## src/hdl/bmac_pkg.sv

```systemverilog
`default_nettype none
// ---------------------------------------------------------------------------
// bmac_pkg
// Shared types, opcodes and constants of the byte memory access command block.
// ---------------------------------------------------------------------------
package bmac_pkg;

	localparam int MEM_DEPTH_DEF = 256;
	localparam int CMD_LEN       = 3;
	localparam int PTR_SKIP      = 4;

	// Opcodes: store/add/subtract, then compares ==, !=, >, >=, <=, <
	localparam logic [7:0] OP_SET_IMM = 8'd0;
	localparam logic [7:0] OP_ADD_IMM = 8'd1;
	localparam logic [7:0] OP_SUB_IMM = 8'd2;
	localparam logic [7:0] OP_SET_MEM = 8'd3;
	localparam logic [7:0] OP_ADD_MEM = 8'd4;
	localparam logic [7:0] OP_SUB_MEM = 8'd5;
	localparam logic [7:0] OP_EQ_IMM  = 8'd6;
	localparam logic [7:0] OP_NE_IMM  = 8'd7;
	localparam logic [7:0] OP_GT_IMM  = 8'd8;
	localparam logic [7:0] OP_GE_IMM  = 8'd9;
	localparam logic [7:0] OP_LE_IMM  = 8'd10;
	localparam logic [7:0] OP_LT_IMM  = 8'd11;
	localparam logic [7:0] OP_EQ_MEM  = 8'd12;
	localparam logic [7:0] OP_NE_MEM  = 8'd13;
	localparam logic [7:0] OP_GT_MEM  = 8'd14;
	localparam logic [7:0] OP_GE_MEM  = 8'd15;
	localparam logic [7:0] OP_LE_MEM  = 8'd16;
	localparam logic [7:0] OP_LT_MEM  = 8'd17;

	localparam logic [1:0] OUT_DONE = 2'd0;
	localparam logic [1:0] OUT_TAKE = 2'd1;
	localparam logic [1:0] OUT_SKIP = 2'd2;

	typedef struct packed {
		logic [7:0] opcode;
		logic [7:0] target_index;
		logic [7:0] operand;
	} cmd_t;

	typedef struct packed {
		logic [1:0] outcome;
		logic [2:0] cursor_advance;
		logic [7:0] target_value;
	} res_t;

	typedef struct packed {
		logic wr_en;
		res_t res;
	} exec_out_t;

endpackage
`default_nettype wire

```

## src/hdl/bmac_exec.sv

```systemverilog
`default_nettype none
// ---------------------------------------------------------------------------
// bmac_exec
// Modify/compare unit: new target byte, outcome and cursor step of a command.
// ---------------------------------------------------------------------------
module bmac_exec (
	input  wire bmac_pkg::cmd_t    cmd,
	input  wire logic [7:0]        cur,
	input  wire logic [7:0]        src,
	output      bmac_pkg::exec_out_t result
);
	import bmac_pkg::*;

	logic [7:0] rhs;
	logic [7:0] new_val;
	logic       cond;

	// Immediate for the first group of each kind, indexed byte for the second
	assign rhs = (cmd.opcode inside {[OP_SET_MEM:OP_SUB_MEM], [OP_EQ_MEM:OP_LT_MEM]})
		? src : cmd.operand;

	always_comb begin
		case (cmd.opcode)
			OP_SET_IMM, OP_SET_MEM: new_val = rhs;
			OP_ADD_IMM, OP_ADD_MEM: new_val = cur + rhs;
			OP_SUB_IMM, OP_SUB_MEM: new_val = cur - rhs;
			default:                new_val = cur;
		endcase
	end

	always_comb begin
		case (cmd.opcode)
			OP_EQ_IMM, OP_EQ_MEM: cond = (cur == rhs);
			OP_NE_IMM, OP_NE_MEM: cond = (cur != rhs);
			OP_GT_IMM, OP_GT_MEM: cond = (cur > rhs);
			OP_GE_IMM, OP_GE_MEM: cond = (cur >= rhs);
			OP_LE_IMM, OP_LE_MEM: cond = (cur <= rhs);
			default:              cond = (cur < rhs);
		endcase
	end

	always_comb begin
		result.wr_en                 = 1'b0;
		result.res.outcome           = OUT_DONE;
		result.res.cursor_advance    = 3'(CMD_LEN);
		result.res.target_value      = new_val;
		if (cmd.opcode inside {[OP_SET_IMM:OP_SUB_MEM]}) begin
			result.wr_en = 1'b1;
		end else if (cmd.opcode inside {[OP_EQ_IMM:OP_LT_MEM]}) begin
			if (cond) begin
				result.res.outcome = OUT_TAKE;
			end else begin
				result.res.outcome        = OUT_SKIP;
				result.res.cursor_advance = 3'(CMD_LEN + PTR_SKIP);
			end
		end
	end
endmodule
`default_nettype wire

```

## config.mk

```make
export PLATFORM = sky130hd
export DESIGN_NAME = bmac_exec
export DESIGN_NICKNAME = d
export VERILOG_FILES = /design/src/hdl/bmac_pkg.sv /design/src/hdl/bmac_exec.sv
export SDC_FILE = /design/constraint.sdc
export NUM_CORES = 1
export LEC_CHECK = 0
export ABC_AREA = 1
export BUFFER_PORTS_ARGS = -buffer_cell sky130_fd_sc_hd__clkbuf_2
export CELL_PAD_IN_SITES_DETAIL_PLACEMENT = 1
export CELL_PAD_IN_SITES_GLOBAL_PLACEMENT = 2
export CORE_ASPECT_RATIO = 1.4
export CORE_MARGIN = 1
export CORE_UTILIZATION = 25
export DETAILED_ROUTE_END_ITERATION = 7
export GPL_TIMING_DRIVEN = 1
export PLACE_DENSITY = 0.93
export SLEW_MARGIN = 20
export SYNTH_ARGS = -nofsm -noshare
export SYNTH_HDL_FRONTEND = slang
export SYNTH_SLANG_ARGS = --single-unit
```

## constraint.sdc

```tcl
create_clock -name vclk -period 3
set_input_delay 0.3 -clock vclk [all_inputs]
set_output_delay 0.3 -clock vclk [all_outputs]
set_load 0.1 [all_outputs]
```

==> flow_metrics.py <==
metrics = {
    "cells_and_area": {
        "seq_cell_count": 0,
        "n_fill_cell": 823,
        "clockBufferCount": 0,
        "stdcell_area_um2": 3230,
        "syn_to_final_growth_pct": 87.5,
        "nNetsFinal": 464,
        "diodes": 0,
        "drive_above_1_share_pct": 59.3,
        "seq_area_um2": 0,
        "finalNonFillerCells": 495,
    },
    "routing": {
        "ant_nets": 0,
        "vias": 2450,
        "drcViolationCount": 0,
        "drt_pass1_iterations": 4,
        "viasPerCell": 4.95,
        "drtIter0Drc": 50,
        "drt-total-wl_mm": 8.66,
        "wire_per_inst_um": 17.5,
    },
    "global_routing": {
        "antenna_found_initial": 0,
        "track_usage_pct": 20.2,
        "grt_pass1_vias": 2573,
        "grt_start_max_net_pins": 10,
        "grt_pass1_wl_mm": 11.6,
        "grt_overflow": 0,
    },
    "placed_design": {
        "dp.cells": 477,
        "placed_area_um2": 2820,
        "hpwl_mm": 6.01,
        "gp_congestion": 0.825,
        "io_buffers": 44,
        "post-place-ws_ns": -0.428,
    },
    "power": {
        "p_seq_share_pct": 0,
        "power_frac_clock_pct": 0,
        "ir_drop_uv": 107,
        "cellLeakagePower_nw": 1.63,
        "p_per_area_nw_per_um2": 201,
        "internal_power_mw": 0.272,
        "combinationalPowerShare_pct": 100.0,
        "netSwitchingFraction_pct": 58.2,
        "p_switching_mw": 0.379,
    },
    "worst_hold_path": {
        "min_path_type": "primary input to output port",
    },
    "logic_synthesis": {
        "synthDistinctLibCells": 37,
        "synth.top_cells.by_area": "nand2_1 19%, ha_1 12%, nand3_1 10%",
        "netlist.area_leader.share_pct": 18.9,
        "netlist_area_um2": 1730,
        "synthSimpleGateAreaFrac_pct": 50.5,
        "synth_top_family_by_area": "simple AND/OR/NAND/NOR gates",
        "yosysWarnings": 0,
        "synth_xor_xnor_area_share_pct": 1.02,
        "synth.avg_cell_area_um2": 5.87,
        "synthCells": 294,
        "synth_common_cells": "87 x nand2_1, 47 x inv_1, 36 x nand3_1, 19 x nor2_1, 17 x ha_1",
        "synth-compound-area-share_pct": 16.7,
        "yosysMostFrequentCell": "nand2_1",
        "muxShareOfSynthArea_pct": 0,
        "synth_area_leader_cell": "nand2_1",
        "ys_seq_area_share_pct": 0,
        "synthAdderAreaFrac_pct": 14.6,
    },
    "timing": {
        "rsz0062_at_grt": "yes",
        "slew_headroom_pct": 47.4,
        "slew_violations": 0,
        "tns_ns": -2.87,
        "period_needed_ns": 3.40,
        "max_freq_ghz": 0.294,
        "timing_hold_violations_final": 0,
        "fin_crit_sh_pct": 113,
        "layout_setup_ws_ns": -0.396,
        "setup_viol": 10,
        "worst_slew_pin_slew_ns": 0.783,
    },
    "worst_setup_path": {
        "path_max_fanout": 7,
        "arrival_ns": 3.10,
        "cp-start-kind": "primary input",
        "cpPeakStageDelay_ns": 0.41,
        "crit_path_frequent_cell": "nand2_4",
        "worstPathCellList": "buf_6 -> nor2_4 -> nand3_4 -> nor3_4 -> nand2_4 -> nand2_8 -> o21a_4 -> ha_4 -> inv_2 -> fa_2 -> nand2_2 -> nand2_4 -> nand2_4 -> nand2_4 -> buf_4 -> nand3_1 -> nand2_1 -> nand3_2 -> nand2_2 -> nor2_4 -> buf_12",
        "crit_type": "primary input to output port",
        "cp-end-kind": "output port",
        "crit_slowest_cell": "fa_2",
        "cp.required_ns": 2.70,
    },
    "run_status": {
        "status": "finished with violations",
        "violations": "setup timing",
    },
    "die": {
        "fp.dieArea_um2": 7240,
        "initial_utilization_pct": 26.1,
        "rows": 35,
        "core_region_area_um2": 6610,
        "io_pins": 54,
        "die_height_um": 100,
        "die_width_um": 72.2,
    },
    "clocking": {
        "cts_hold_buf": 0,
    },
    "flow_run": {
        "cap_violations": 0,
    },
}
==> final timing paths <==
path / start / endpoint / slack, ns / cells after the start
min: cur[7] / result[7] / 1.07 / 4
max: cmd[22] / result[11] / -0.40 / 21
==> final cells by class <==
cell class	count	area (um2)	share of cell area, %
timing repair buffer	117	988	30.6
multi-input combinational	232	1920	59.4
tap	92	115	3.56
inverter	54	210	6.50
==> critical path: cells and delay by family <==
family                   cells  cell delay (ns)
AND/OR/NAND/NOR             14             1.57
adder cells (fa/ha/maj)      2             0.56
buffers and inverters        4             0.47
AO/OA/AOI/OAI                1             0.18
==> power groups by stage <==
stage	sequential [mW]	clock [mW]	combinational (mW)
final	0	0	0.651
after global routing	0	0	0.692
after CTS	0	0	0.557
after detailed placement	0	0	0.540
after global placement	0	0	0.519
after floorplan	0	0	0.340
==> timing repair <==
action / CTS / global route
setup endpoints to repair: 10 / 10
resized for setup: 9 / 60
buffers inserted: 7 / 11
pin swaps: 12 / 31
==> placed cells by master (no fill, tap or decap), drive strengths merged <==
cell type / synthesis / final
nand2: 98 / 98
buf: 9 / 86
inv: 54 / 54
nand3: 39 / 39
clkbuf: 0 / 31
nor2: 25 / 25
ha: 17 / 17
a21oi: 12 / 12
o21ai: 9 / 9
o211ai: 6 / 6
nand3b: 3 / 3
o21bai: 3 / 3
a221oi: 3 / 3
nand4: 2 / 2
fa: 2 / 2
conb: 1 / 2
or2: 2 / 2
nor3: 1 / 1
and2: 1 / 1
o21a: 1 / 1
nor4: 1 / 1
a21boi: 1 / 1
xnor2: 1 / 1
xor2: 1 / 1
nor2b: 1 / 1
a31oi: 1 / 1
==> metal layers <==
| layer | vias up | global-route usage [%] | part of all wire [%] | wire length (um) |
|---|---|---|---|---|
| li1 | 1149 | - | - | - |
| met1 | 1202 | 19.4 | 36 | 3100 |
| met2 | 72 | 44.4 | 57 | 4970 |
| met3 | 27 | 1.10 | 3.1 | 272 |
| met4 | 0 | 3.92 | 3.6 | 312 |
| met5 | - | 0 | 0 | 0 |
==> cells by family after synthesis <==
family	after synthesis
buffers and inverters	63
adder cells (fa/ha/maj)	19
AND/OR/NAND/NOR	173
AO/OA/AOI/OAI	36
XOR/XNOR	2
other	1
==> stage by stage <==
stage	power (mW)	util, %	hold slack, ns
2_1_floorplan	0.340	-	0.717
3_3_place_gp	0.519	42.7	1.04
3_5_place_dp	0.540	42.7	1.05
4_1_cts	0.557	44.1	1.05
5_1_grt	0.692	48.9	1.09
6_report	0.651	48.9	1.07
(Power assumes the default switching activity.)
